**src/rtl/rcfc_pkg.sv**
```systemverilog
// rcfc_pkg: constants and types for the radio control frame checker
// no dependencies; imported by rc_frame_checker_with_link_loss_core
`default_nettype none

package rcfc_pkg;

  localparam int unsigned NUM_STICKS  = 4;
  localparam int unsigned NUM_FLAGS   = 3;

  // frame byte positions
  localparam logic [4:0] POS_HDR0      = 5'd0;
  localparam logic [4:0] POS_HDR1      = 5'd1;
  localparam logic [4:0] POS_HDR2      = 5'd2;
  localparam logic [4:0] POS_LEN       = 5'd3;
  localparam logic [4:0] POS_STICK0    = 5'd4;
  localparam logic [4:0] POS_FLAG0     = 5'd12;
  localparam logic [4:0] POS_SUM_END   = 5'd15;
  localparam logic [4:0] POS_FRAME_END = 5'd19;

  localparam logic [7:0] PAYLOAD_LEN = 8'd11;

  localparam logic [15:0] LOSS_LIMIT_RST = 16'd250;

  // input opcodes
  localparam logic OP_BYTE = 1'b0;
  localparam logic OP_POLL = 1'b1;

  // configuration register indexes
  localparam logic [1:0] CFG_HEADER_FIRST  = 2'd0;
  localparam logic [1:0] CFG_HEADER_SECOND = 2'd1;
  localparam logic [1:0] CFG_HEADER_THIRD  = 2'd2;
  localparam logic [1:0] CFG_LOSS_LIMIT    = 2'd3;

  typedef logic [15:0] stick_t;
  typedef logic [7:0]  flag_t;

  typedef struct packed {
    logic   packet_valid;
    logic   connected;
    stick_t throttle;
    stick_t yaw;
    stick_t roll;
    stick_t pitch;
    flag_t  hold_height;
    flag_t  power_down;
    flag_t  unlock_flight;
  } result_t;

endpackage

`default_nettype wire

```
**src/rtl/rc_frame_checker_with_link_loss_core.sv**
```systemverilog
// Radio control frame checker with link-loss detection, top level
// depends on rcfc_pkg
//
// Usage:
//   Input channel (in_valid / in_stall): one transaction per packet byte
//   (in_opcode = 0, in_last on the final byte) or per empty poll
//   (in_opcode = 1). Each finished packet or poll yields one result
//   transaction on the output channel (out_valid / out_stall); non-final
//   bytes yield none. A result carries the pass flag, the link status and
//   the stick and flag values of the last good packet.
//   Configuration: cfg_wr_en with cfg_index / cfg_wdata writes the header
//   bytes and the loss limit; write only while the block is idle.
//   Checking: an item is checked while it sits in the input register and
//   its result is registered into the result queue when it has room.
//   Throughput: one item per cycle while the result queue has room, set by
//   the single check stage between the input register and a two-entry
//   result queue.
//   Stall: when the result queue is full the input register holds its
//   item and in_stall rises; nothing is dropped.
//   Reset: synchronous rst_n clears assembly, held values, loss counter
//   (link down) and restores header bytes 0 and loss limit 250.
`default_nettype none

module rc_frame_checker_with_link_loss_core (
  input  wire logic            clk,
  input  wire logic            rst_n,
  input  wire logic            cfg_wr_en,
  input  wire logic [1:0]      cfg_index,
  input  wire logic [15:0]     cfg_wdata,
  input  wire logic            in_valid,
  output logic                 in_stall,
  input  wire logic            in_opcode,
  input  wire logic [7:0]      in_data_byte,
  input  wire logic            in_last,
  output logic                 out_valid,
  input  wire logic            out_stall,
  output logic                 out_packet_valid,
  output logic                 out_connected,
  output rcfc_pkg::stick_t     out_throttle,
  output rcfc_pkg::stick_t     out_yaw,
  output rcfc_pkg::stick_t     out_roll,
  output rcfc_pkg::stick_t     out_pitch,
  output rcfc_pkg::flag_t      out_hold_height,
  output rcfc_pkg::flag_t      out_power_down,
  output rcfc_pkg::flag_t      out_unlock_flight
);
  import rcfc_pkg::*;

  // configuration
  logic [7:0]  hdr0_r, hdr1_r, hdr2_r;
  logic [15:0] loss_limit_r;

  // input register
  logic        in_v_r;
  logic        op_r;
  logic [7:0]  byte_r;
  logic        last_r;

  // frame assembly and link state
  logic [4:0]  pos_r, pos_nxt;
  logic [11:0] sum_r, sum_nxt;
  logic        ok_r, ok_nxt;
  logic [31:0] rsum_r, rsum_nxt;
  stick_t      staged_stick_r [NUM_STICKS];
  stick_t      staged_stick_nxt [NUM_STICKS];
  flag_t       staged_flag_r [NUM_FLAGS];
  flag_t       staged_flag_nxt [NUM_FLAGS];
  stick_t      held_stick_r [NUM_STICKS];
  stick_t      held_stick_nxt [NUM_STICKS];
  flag_t       held_flag_r [NUM_FLAGS];
  flag_t       held_flag_nxt [NUM_FLAGS];
  logic [15:0] loss_r, loss_nxt;
  logic        link_r, link_nxt;

  // result queue
  result_t     rq_r [2];
  logic        wr_ptr_r, rd_ptr_r;
  logic [1:0]  cnt_r, cnt_nxt;

  logic        proceed;
  logic        push;
  logic        pop;
  logic        pkt_pass;
  logic [16:0] loss_inc;
  result_t     res;

  assign proceed  = in_v_r && (cnt_r != 2'd2);
  assign in_stall = in_v_r && !proceed;
  assign pop      = (cnt_r != 2'd0) && !out_stall;

  always_ff @(posedge clk) begin
    if (!rst_n) begin
      hdr0_r       <= '0;
      hdr1_r       <= '0;
      hdr2_r       <= '0;
      loss_limit_r <= LOSS_LIMIT_RST;
    end else if (cfg_wr_en) begin
      case (cfg_index)
        CFG_HEADER_FIRST:  hdr0_r       <= cfg_wdata[7:0];
        CFG_HEADER_SECOND: hdr1_r       <= cfg_wdata[7:0];
        CFG_HEADER_THIRD:  hdr2_r       <= cfg_wdata[7:0];
        CFG_LOSS_LIMIT:    loss_limit_r <= cfg_wdata;
        default: ;
      endcase
    end
  end

  always_ff @(posedge clk) begin
    if (!rst_n) begin
      in_v_r <= 1'b0;
    end else if (!in_stall) begin
      in_v_r <= in_valid;
    end
  end

  always_ff @(posedge clk) begin
    if (in_valid && !in_stall) begin
      op_r   <= in_opcode;
      byte_r <= in_data_byte;
      last_r <= in_last;
    end
  end

  always_comb begin
    pos_nxt  = pos_r;
    sum_nxt  = sum_r;
    ok_nxt   = ok_r;
    rsum_nxt = rsum_r;
    loss_nxt = loss_r;
    link_nxt = link_r;
    staged_stick_nxt = staged_stick_r;
    staged_flag_nxt  = staged_flag_r;
    held_stick_nxt   = held_stick_r;
    held_flag_nxt    = held_flag_r;
    push     = 1'b0;
    pkt_pass = 1'b0;
    loss_inc = {1'b0, loss_r} + 17'd1;

    if (proceed) begin
      if (op_r == OP_BYTE && pos_r < POS_FRAME_END) begin
        if (pos_r < POS_SUM_END) begin
          sum_nxt = sum_r + {4'd0, byte_r};
        end
        if (pos_r == POS_HDR0 && byte_r != hdr0_r) ok_nxt = 1'b0;
        if (pos_r == POS_HDR1 && byte_r != hdr1_r) ok_nxt = 1'b0;
        if (pos_r == POS_HDR2 && byte_r != hdr2_r) ok_nxt = 1'b0;
        if (pos_r == POS_LEN && byte_r != PAYLOAD_LEN) ok_nxt = 1'b0;
        // sticks are big-endian: even position is the high byte
        for (int i = 0; i < NUM_STICKS; i++) begin
          if (pos_r == POS_STICK0 + 5'(2 * i)) begin
            staged_stick_nxt[i][15:8] = byte_r;
          end
          if (pos_r == POS_STICK0 + 5'(2 * i + 1)) begin
            staged_stick_nxt[i][7:0] = byte_r;
          end
        end
        for (int j = 0; j < NUM_FLAGS; j++) begin
          if (pos_r == POS_FLAG0 + 5'(j)) begin
            staged_flag_nxt[j] = byte_r;
          end
        end
        if (pos_r >= POS_SUM_END) begin
          rsum_nxt = {rsum_r[23:0], byte_r};
        end
        pos_nxt = pos_r + 5'd1;
      end

      if (op_r == OP_POLL || last_r) begin
        push     = 1'b1;
        pkt_pass = (op_r == OP_BYTE) && ok_nxt && (pos_nxt >= POS_FRAME_END) &&
                   (rsum_nxt == {20'd0, sum_nxt});
        // end of transaction: clear assembly
        pos_nxt  = '0;
        sum_nxt  = '0;
        ok_nxt   = 1'b1;
        rsum_nxt = '0;
        if (pkt_pass) begin
          loss_nxt       = '0;
          link_nxt       = 1'b1;
          held_stick_nxt = staged_stick_nxt;
          held_flag_nxt  = staged_flag_nxt;
        end else if (loss_inc >= {1'b0, loss_limit_r}) begin
          // saturate at the limit and drop the link
          loss_nxt = loss_limit_r;
          link_nxt = 1'b0;
        end else begin
          loss_nxt = loss_inc[15:0];
        end
      end
    end

    res.packet_valid  = pkt_pass;
    res.connected     = link_nxt;
    res.throttle      = held_stick_nxt[0];
    res.yaw           = held_stick_nxt[1];
    res.roll          = held_stick_nxt[2];
    res.pitch         = held_stick_nxt[3];
    res.hold_height   = held_flag_nxt[0];
    res.power_down    = held_flag_nxt[1];
    res.unlock_flight = held_flag_nxt[2];

    cnt_nxt = cnt_r + {1'b0, push} - {1'b0, pop};
  end

  always_ff @(posedge clk) begin
    if (!rst_n) begin
      pos_r  <= '0;
      sum_r  <= '0;
      ok_r   <= 1'b1;
      rsum_r <= '0;
      loss_r <= '0;
      link_r <= 1'b0;
      for (int i = 0; i < NUM_STICKS; i++) begin
        staged_stick_r[i] <= '0;
        held_stick_r[i]   <= '0;
      end
      for (int j = 0; j < NUM_FLAGS; j++) begin
        staged_flag_r[j] <= '0;
        held_flag_r[j]   <= '0;
      end
    end else begin
      pos_r          <= pos_nxt;
      sum_r          <= sum_nxt;
      ok_r           <= ok_nxt;
      rsum_r         <= rsum_nxt;
      loss_r         <= loss_nxt;
      link_r         <= link_nxt;
      staged_stick_r <= staged_stick_nxt;
      staged_flag_r  <= staged_flag_nxt;
      held_stick_r   <= held_stick_nxt;
      held_flag_r    <= held_flag_nxt;
    end
  end

  always_ff @(posedge clk) begin
    if (!rst_n) begin
      wr_ptr_r <= 1'b0;
      rd_ptr_r <= 1'b0;
      cnt_r    <= '0;
    end else begin
      if (push) wr_ptr_r <= ~wr_ptr_r;
      if (pop)  rd_ptr_r <= ~rd_ptr_r;
      cnt_r <= cnt_nxt;
    end
  end

  always_ff @(posedge clk) begin
    if (push) begin
      rq_r[wr_ptr_r] <= res;
    end
  end

  assign out_valid         = (cnt_r != 2'd0);
  assign out_packet_valid  = rq_r[rd_ptr_r].packet_valid;
  assign out_connected     = rq_r[rd_ptr_r].connected;
  assign out_throttle      = rq_r[rd_ptr_r].throttle;
  assign out_yaw           = rq_r[rd_ptr_r].yaw;
  assign out_roll          = rq_r[rd_ptr_r].roll;
  assign out_pitch         = rq_r[rd_ptr_r].pitch;
  assign out_hold_height   = rq_r[rd_ptr_r].hold_height;
  assign out_power_down    = rq_r[rd_ptr_r].power_down;
  assign out_unlock_flight = rq_r[rd_ptr_r].unlock_flight;

endmodule

`default_nettype wire
```
**config.mk**
```make
export PLATFORM = sky130hd
export DESIGN_NAME = rc_frame_checker_with_link_loss_core
export DESIGN_NICKNAME = d
export VERILOG_FILES = /design/src/rtl/rcfc_pkg.sv /design/src/rtl/rc_frame_checker_with_link_loss_core.sv
export SDC_FILE = /design/constraint.sdc
export NUM_CORES = 1
export LEC_CHECK = 0
export ABC_AREA = 1
export BUFFER_PORTS_ARGS = -buffer_cell sky130_fd_sc_hd__buf_2
export CORE_ASPECT_RATIO = 1.4
export CORE_MARGIN = 2
export CORE_UTILIZATION = 55
export CTS_CLUSTER_DIAMETER = 200
export CTS_CLUSTER_SIZE = 30
export DETAILED_ROUTE_END_ITERATION = 8
export PLACE_DENSITY = 0.76
export SYNTH_ARGS = -nofsm -noshare
export SYNTH_HDL_FRONTEND = slang
export SYNTH_SLANG_ARGS = --single-unit
```
**constraint.sdc**
```tcl
create_clock -name clk -period 5.3 [get_ports clk]
set_input_delay 0.53 -clock clk [delete_from_list [all_inputs] [get_ports clk]]
set_output_delay 0.53 -clock clk [all_outputs]
set_load 0.01 [all_outputs]
```
==> summary by stage, run 1 <==
Outcome
The run finished with clean final reports.

Route
The detailed router finished its first iteration with 1430 violations. The routed design has 52400 µm of wire. For this run, design rule violations remaining after detail routing come to 0. The first TritonRoute pass finished after 5 iterations. The via density per instance is 5.42. The total vias in the final route is 18.0k. Dividing the detail-routed wire length by the instance count gives 15.8 µm. The count of nets left with antenna violations after detail routing is 0.

Clocking
The total clock buffers created by CTS is 19. The insertion delay to the later sink of the worst-skew pair is 0.56 ns. Once the clock tree was built, the setup fixing pass inserted 0 buffers. The clock net sink count is 479. The clock tree from TritonCTS is built. The maximum root-to-sink buffer count is 3. For this design, the CTS-stage hold fixing added 0 buffers. The root buffer cell chosen for the clock tree is clkbuf_16.

The deepest level of the CTS H-tree is 1. The count of instances resized after the clock tree is built is 0. Clock-pin slew was measured on the worst setup and hold paths at 0.12 ns.

GRT
The initial antenna violation count came to 0. After global routing the overflow that remains totals 0. The via count of the first global-routing pass came to 17.7k.

Global routing consumed, over all layers together, 24.5% of the routing resources. The first global-routing pass estimated 85300 µm of wire. The maximum number of pins on one net before global-route repair is 130.

Logic synthesis
In this run the cell area of the synthesized design comes to 22400 µm². Yosys attributes the largest share of cell area to dfxtp_1 26%, edfxtp_1 26%, nand2_1 12%. Synthesis instantiated 36 different standard cells from the library. For this run, the number of Yosys warnings is 0. In the synthesized netlist, the cells that appear most often are 739 x nand2_1, 434 x inv_1, 289 x dfxtp_1, 201 x nor2_1, 190 x edfxtp_1. The most common flop cell mapped by yosys is dfxtp_1. The instance count of the mapped netlist is 2754.

Summing the sequential cell areas from Yosys gives 51.4% of the chip area. In the synthesized netlist the async set-or-reset flop fraction comes to 0%. The largest total area in the synthesized netlist belongs to dfxtp_1.

The most common cell in the synthesized netlist is nand2_1. In this run, synthesis produced a sequential element count of 479. A synthesized cell averages 8.12 µm². When the netlist entered floorplanning its net count stood at 2820. The synthesized design contains 190 enable-type register cells. The fraction of synthesized cell area taken by the top area cell type is 25.9%.

Timing
Setup repair after global routing left no endpoint under its margin. The final critical-path required period is 3.98 ns. The final number of setup-violating endpoints is 0. The share of the clock period used by the worst path after layout is 75.2%. Setup total negative slack on the finished layout was measured at 0 ns.

The transition at the pin with the smallest max-transition slack is 1.25 ns. Timing would allow up to 251 MHz. The count of final max-slew check failures is 0. The worst pin sits at a relative slew slack of 16.7%. The final worst clock skew is 0.0182 ns. The final hold violation count is 0.

Layout
The final net count is 2837. Across the whole layout, storage elements account for 11500 µm². The count of fill cells added during filler insertion is 3554. Of the cells placed in the final design, the portion with a size suffix greater than 1 is 9.95%. The growth of design area from synthesis to finish is 6.73%. The multi-input combinational cells in the finished layout cover a total of 8670 µm². The repair_antennas step left the layout with diodes totalling 0.

Worst setup path
STA puts the critical path data arrival time at 4.27 ns. The kind of capture point of the worst setup path is a register. Among the stages of the critical path, the cell type that occurs most often is nand2_1. The maximum fanout along the worst path is 11. The critical path goes through ha_1 -> nand2_1 -> nor3_1 -> nand2_1 -> nor3_1 -> nand3_1 -> xor2_1 -> inv_1 -> ha_1 -> nand2_1 -> nor2_1 -> nand4_1 -> nand3b_1 -> nand3_1 -> buf_4 -> nand2_1 -> nand2_1 -> nand2_1.

STA classifies the critical path startpoint as a register. The worst register-to-register path has a depth of 18. The master of the slowest instance on the critical path is nand3b_1. The worst register-to-register path ends at rq_r[1][88]$_DFFE_PP_. The cell family contributing the most delay on the critical path is simple AND/OR/NAND/NOR gates. In this run the critical register-to-register path is launched from loss_r[0]$_SDFFE_PN0P_. Together, buffers and inverters on the worst path number 2. The largest single stage delay on the critical path is 0.45 ns. The required time of the critical path is 5.59 ns. For flop-to-flop paths, the worst setup slack is 1.32 ns. The classification of the worst setup path is reg2reg.

Placement
During placement, the flow inserted port buffers numbering 124. The wire-length estimate of the detail-placed layout is 33200 µm. The final RePlAce weighted congestion is 0.902.

Die
The starting density of the core is 55.7%. From bottom edge to top edge, the die measures 243 µm. The number of ports placed on the die boundary is 125.

The standard-cell row count is 87. After floorplanning, the core was sized to cover 40200 µm². The chip width is 174 µm.

The total die area is 42300 µm².

Worst hold path
The worst-case hold path end point is byte_r[5]$_DFFE_PP_. The start point of the worst min-delay path is in_data_byte[5]. Along the worst hold path, the cell count comes to 1. The kind of path behind the tightest hold check is in2reg.

Pwr
The design draws 7.57 mW. Summed over all cells, the static leakage comes to 11.0 nW. The power density over the cells is 317 nW/µm².

The peak ir drop on the vdd network is 221 µV.

Job
The number of max-capacitance violations reported is 0.
## cell families (layout without fill, tap and decap cells)
group	Yosys count	in the layout	share of synthesized area (%)
simple gates	1183	1183	22.2
buf+inv	591	620	10.1
flops	479	479	51.4
compound gates	355	355	9.06
mux	90	90	4.53
fa+ha+maj	33	33	1.88
xor+xnor	23	23	0.901
## worst max path at each step
stage / start / slack (ns) / end / depth (start not counted)
6_report: loss_r[0]$_SDFFE_PN0P_ / 1.32 / rq_r[1][88]$_DFFE_PP_ / 18
5_1_grt: pos_r[4]$_SDFFE_PN0P_ / 1.0 / rq_r[0][17]$_DFFE_PP_ / 18
4_1_cts: loss_r[0]$_SDFFE_PN0P_ / 1.38 / rq_r[1][88]$_DFFE_PP_ / 18
3_5_place_dp: loss_r[0]$_SDFFE_PN0P_ / 1.42 / rq_r[0][88]$_DFFE_PP_ / 19
3_3_place_gp: loss_r[0]$_SDFFE_PN0P_ / 1.44 / rq_r[0][88]$_DFFE_PP_ / 19
2_1_floorplan: cnt_r[0]$_SDFF_PN0_ / 1.25 / rq_r[1][0]$_DFFE_PP_ / 6
## sequential cells by signal (all words and copies together) (netlist names), 12 cells and up, named ones only
| name | cells |
|---|---|
| loss_r | 16 |
| held_flag_r | 24 |
| rsum_r | 32 |
| held_stick_r | 64 |
| staged_flag_r | 24 |
| staged_stick_r | 64 |
| loss_limit_r | 16 |
| sum_r | 12 |
| rq_r | 180 |
## per-layer routing
metal | up-vias | share of wire, % | global-route usage, %
met5 | - | 0 | 0
met1 | 8477 | 40 | 29.2
met3 | 103 | 5.3 | 2.15
met4 | 0 | 3.1 | 9.00
met2 | 491 | 51 | 45.5
li1 | 8911 | - | -
## cells in the final DEF, fill, tap and decap left out, types with 2 or more instances in the layout
cell and instances:
nand2_1 739, inv_1 433, dfxtp_1 288, nor2_1 198, edfxtp_1 190, o21ai_0 151
buf_2 123, nand4_1 117, a21oi_1 93, o211ai_1 90, mux2_2 90, nand3_1 88
ha_1 32, clkbuf_16 19, buf_4 19, nand3b_1 14, clkbuf_1 14, xor2_1 13
xnor2_1 10, o22ai_1 9, nor3_1 7, or2_2 7, o21ai_1 6, buf_12 5
clkinv_1 4, nor2_4 4, nor4_1 3, inv_2 2, o21bai_1 2, a211oi_1 2
## power breakdown
group / total [mW] / switching, mW / leakage [nW] / internal (mW)
clock network: 1.77 / 1.08 / 0.251 / 0.692
logic: 1.54 / 0.962 / 6.59 / 0.577
registers: 4.26 / 0.176 / 4.14 / 4.09
total: 7.57 / 2.22 / 11.0 / 5.35
## metrics by stage
step / util, % / setup slack (ns) / hold slack (ns) / cells / cell area, µm²
floorplan: - / 1.25 / 0.426 / 2754 / 22400
global placement: 58.1 / 1.44 / 0.439 / 3284 / 23300
detailed placement: 58.1 / 1.42 / 0.447 / 3284 / 23300
CTS: 59.4 / 1.38 / 0.122 / 3317 / 23900
global route: 59.4 / 0.996 / 0.121 / 3317 / 23900
finish: 59.4 / 1.32 / 0.139 / 3317 / 23900
## layout make-up
class | count | area share, %
clock buffer | 33 | 2.21
inverter | 440 | 6.93
multi-input combinational | 1684 | 36.3
sequential | 479 | 48.1
tap | 534 | 2.80
timing repair buffer | 147 | 3.60
Power figures use the tool's default switching activity.
==> inputs of run 2 (changes only) <==
--- a/config.mk
+++ b/config.mk
@@ -5,15 +5,15 @@
 export SDC_FILE = /design/constraint.sdc
 export NUM_CORES = 1
 export LEC_CHECK = 0
-export ABC_AREA = 1
+export ABC_AREA = 0
 export BUFFER_PORTS_ARGS = -buffer_cell sky130_fd_sc_hd__buf_2
 export CORE_ASPECT_RATIO = 1.4
 export CORE_MARGIN = 2
-export CORE_UTILIZATION = 55
+export CORE_UTILIZATION = 60
 export CTS_CLUSTER_DIAMETER = 200
 export CTS_CLUSTER_SIZE = 30
 export DETAILED_ROUTE_END_ITERATION = 8
-export PLACE_DENSITY = 0.76
+export PLACE_DENSITY = 0.79
 export SYNTH_ARGS = -nofsm -noshare
 export SYNTH_HDL_FRONTEND = slang
 export SYNTH_SLANG_ARGS = --single-unit
==> constraint.sdc (replaced) <==
create_clock -name clk -period 3.75 [get_ports clk]
set_input_delay 0.375 -clock clk [delete_from_list [all_inputs] [get_ports clk]]
set_output_delay 0.375 -clock clk [all_outputs]
set_load 0.01 [all_outputs]
==> summary by stage, run 2 <==
Outcome
The run finished with clean final reports.

Logic synthesis
Counting distinct cell types in the post-synthesis netlist gives 58. The library cell with the largest summed area after synthesis is dfxtp_1. The average footprint of a synthesized cell is 10.4 µm². Synthesis produced 2055 cells.

nand2_1 is the most common cell in the netlist. The synthesized flop and latch total is 479. The synthesized netlist occupies a cell area of 21300 µm². The share of synthesized area occupied by flip-flops and latches is 53.9%. Ranked by instance count, the synthesized netlist is headed by 436 x nand2_1, 289 x dfxtp_1, 190 x edfxtp_1, 122 x mux2i_1, 113 x clkbuf_1. Counting flops with an async set or reset pin after synthesis yields a share of 0%. The net count after synthesis is 2121. The Yosys step of the flow raised 0 warnings.

In the post-synthesis netlist, the biggest area contributors are dfxtp_1 27%, edfxtp_1 27%, nand2_1 7.7%. In this run, synthesis inferred 190 flip-flops with an integrated enable. The fraction of synthesized cell area taken by the top area cell type is 27.1%. Among all flip-flop cells after synthesis, the most frequent one is dfxtp_1.

Worst setup path
The worst setup path is captured at a register. The buffers plus inverters on the worst setup path is 3. STA puts the critical path data arrival time at 3.96 ns. The critical path goes through ha_1 -> inv_1 -> fa_1 -> nor2b_2 -> o2111ai_2 -> a21boi_1 -> o21ai_0 -> a21oi_2 -> xnor2_1 -> nor2_1 -> nand4_4 -> buf_12 -> buf_12 -> or3_1 -> nand2_1. The setup path with the least slack is of type reg2reg.

The largest individual stage delay along the critical path comes from the cell fa_1. The worst register-to-register path has a depth of 15. In this design, the stage delay of the slowest critical-path cell is 0.39 ns. STA classifies the critical path startpoint as a register.

The required time of the critical path is 4.14 ns. The maximum fanout along the worst path is 15. The startpoint identified for the worst register-to-register timing path is byte_r[0]$_DFFE_PP_. The cell repeated most along the worst path is buf_12.

In this run the critical register-to-register path is captured at rq_r[1][21]$_DFFE_PP_. The cell family contributing the most delay on the critical path is simple AND/OR/NAND/NOR gates. Across all register-to-register paths, the minimum setup slack is 0.19 ns.

Timing
Setup total negative slack on the finished layout was measured at 0 ns. The final worst clock skew is 0.0180 ns. The worst path uses 95.1% of the clock period. The final number of setup-violating endpoints is 0.

The relative slew slack is 32.4%. Hold timing on the final database bottoms out at a slack of 0.0260 ns. The count of final max-slew check failures is 0. The fmax is 281 MHz. The worst path in the final design needs a cycle of 3.56 ns, including I/O delays and setup. At the pin with the least slew margin, the transition time is 1.01 ns. The final hold violation count is 0.

Die
The height of the die is 227 µm. The starting density of the core is 61.0%. The floorplan has 81 rows. The area of the placeable core is 35000 µm². The chip width is 163 µm. The total die area is 37100 µm². For this design the top-level I/O count stands at 125.

Clocking
Buffers inserted during clock tree synthesis total 19. The tree built by TritonCTS fans out to 479 sinks. The maximum root-to-sink buffer count is 3.

The clock-pin slew reported for the worst setup and hold paths after clock tree synthesis is 0.11 ns. Clock latency on the worst-skew pair, taken at its later pin, is 0.55 ns. The clock tree from TritonCTS is built. In this run the number of H-tree levels came out at 1.

The library cell used as clock root buffer is clkbuf_16.

Layout
Compared with the post-synthesis result, the final layout area differs by 8.26%. The top cell types in the final layout, fill and taps aside, are 436 x nand2_1, 288 x dfxtp_1, 190 x edfxtp_1, 123 x buf_2, 122 x mux2i_1. For this run, the post-layout net count is 2187.

The flip-flop count of the largest register after layout is 180. 0 antenna diodes ended up in the layout. The library cell used most frequently in the layout, excluding fill and tap cells, is nand2_1. Counting flops per register, the top entry is rq_r. Cells with a size suffix above 1 make up 14.3% of the layout. Fill cells in the final layout number 2736. In the final layout, the multi-input gates occupy 9200 µm². Across the whole layout, storage elements account for 11500 µm². The largest registers in the layout are rq_r (180), held_stick_r (64), staged_stick_r (64). The finished layout holds 2589 standard cells, fillers aside.

Placement
The number of port buffers is 124. Detailed placement finished with a half-perimeter wire length of 30100 µm. The number of cells in the design after placement is 2544. The final RePlAce weighted congestion is 0.888.

GRT
For met1 alone, demand over resource in global routing was 30.2%. The overall track demand over capacity in global routing is 24.8%. The via count of the first global-routing pass is 14.7k.

After global routing the overflow that remains totals 0. The routing usage on met2 is 45.1%. The most used routing layer in global routing is met2. The first global-routing pass estimated 73700 µm of wire. The global-route track usage on met3 is 2.22%. The maximum number of pins on one net before global-route repair is 113. The initial antenna violation count is 0.

Pwr
The analysis attributes to cell leakage a power of 9.12 nW. Summing internal, switching and leakage power gives 9.84 mW. In this run the power density over the cells is 426 nW/µm². Across the VDD grid, the largest voltage drop is 522 µV.

Worst hold path
The path class of the tightest hold or removal check is in2reg. The worst-case hold path end point is byte_r[0]$_DFFE_PP_. The cell depth of the worst hold path is 1.

In this run the most critical hold path is launched from in_data_byte[0].

Route
Once detail routing completed, the nets flagged for antenna violations numbered 0. The detailed-router iteration count before antenna repair is 5. Dividing the detail-routed wire length by the instance count gives 18.4 µm. In the routed layout, each cell is associated on average with a via count of 5.80.

In the routed design, unresolved DRC markers number 0. After detailed routing, the total wire length is 47800 µm. The count of routing violations after the opening detailed-route iteration is 1102. Across all layers, the routed design uses 15.0k vias.

Job
Max-cap violations in this run came to 0.
-- run 2: kinds of logic (layout without fill, tap and decap cells) --
kind of cell	Yosys count	in the layout	share of synthesized area (%)
AOI/OAI and AO/OA	344	344	11.3
muxes	213	213	10.6
buffers and inverters	165	243	3.27
and+or+nand+nor	763	763	16.6
xor gates and xnor gates	58	58	2.38
adders and majority gates	33	33	1.97
DFF	479	479	53.9
-- run 2: timing repair --
| action | in CTS | in global routing |
|---|---|---|
| endpoints found under the setup margin | 0 | 283 |
| buffers inserted | 0 | 1 |
| hold buffers | 7 | 0 |
| gates resized for setup | 0 | 11 |
| endpoints found under the hold margin | 7 | 0 |
-- run 2: how the worst max path moves through the flow --
stage,start,end,slack [ns],depth (start not counted)
floorplan,byte_r[1]$_DFFE_PP_,rq_r[0][25]$_DFFE_PP_,0.27,15
global placement,byte_r[0]$_DFFE_PP_,rq_r[0][21]$_DFFE_PP_,0.21,15
detailed placement,byte_r[1]$_DFFE_PP_,held_stick_r[54]$_SDFF_PN0_,0.08,13
CTS,byte_r[1]$_DFFE_PP_,held_stick_r[54]$_SDFF_PN0_,0.05,13
global route,byte_r[0]$_DFFE_PP_,rq_r[0][20]$_DFFE_PP_,-0.02,15
finish,byte_r[0]$_DFFE_PP_,rq_r[1][21]$_DFFE_PP_,0.19,15
-- run 2: metrics by stage --
stage | setup slack (ns) | area [µm²] | utilization, %
final | 0.185 | 23100 | 66.1
after floorplan | 0.269 | 21300 | -
after global routing | -0.0225 | 23100 | 66.1
after global placement | 0.209 | 22400 | 63.9
after detailed placement | 0.0845 | 22400 | 63.9
after CTS | 0.0503 | 23000 | 65.6
-- run 2: layer usage --
layer,up-vias,routed length (µm)
li1,7286,-
met2,390,24600
met5,-,0
met1,7247,19400
met4,0,1750
met3,102,2000
-- run 2: power by group --
group / internal [mW] / switching (mW) / total [mW]
registers: 5.57 / 0.159 / 5.73
clock network: 0.979 / 1.51 / 2.49
logic: 0.740 / 0.878 / 1.62
-- run 2: cell type report --
cell class              instances  share of cell area, %
multi-input cells            1411                   39.8
inverters                      30                  0.487
flip-flops and latches        479                   49.8
repair buffers                180                   5.18
clock buffers                  33                   2.29
well taps                     456                   2.47
-- run 2: worst reg2reg max path: stages (launching register included) --
cell and delay (ns):
edfxtp_1 0.38, ha_1 0.18, inv_1 0.06, fa_1 0.39, nor2b_2 0.18, o2111ai_2 0.17, a21boi_1 0.27, o21ai_0 0.20
a21oi_2 0.26, xnor2_1 0.14, nor2_1 0.19, nand4_4 0.13, buf_12 0.17, buf_12 0.16, or3_1 0.38, nand2_1 0.15
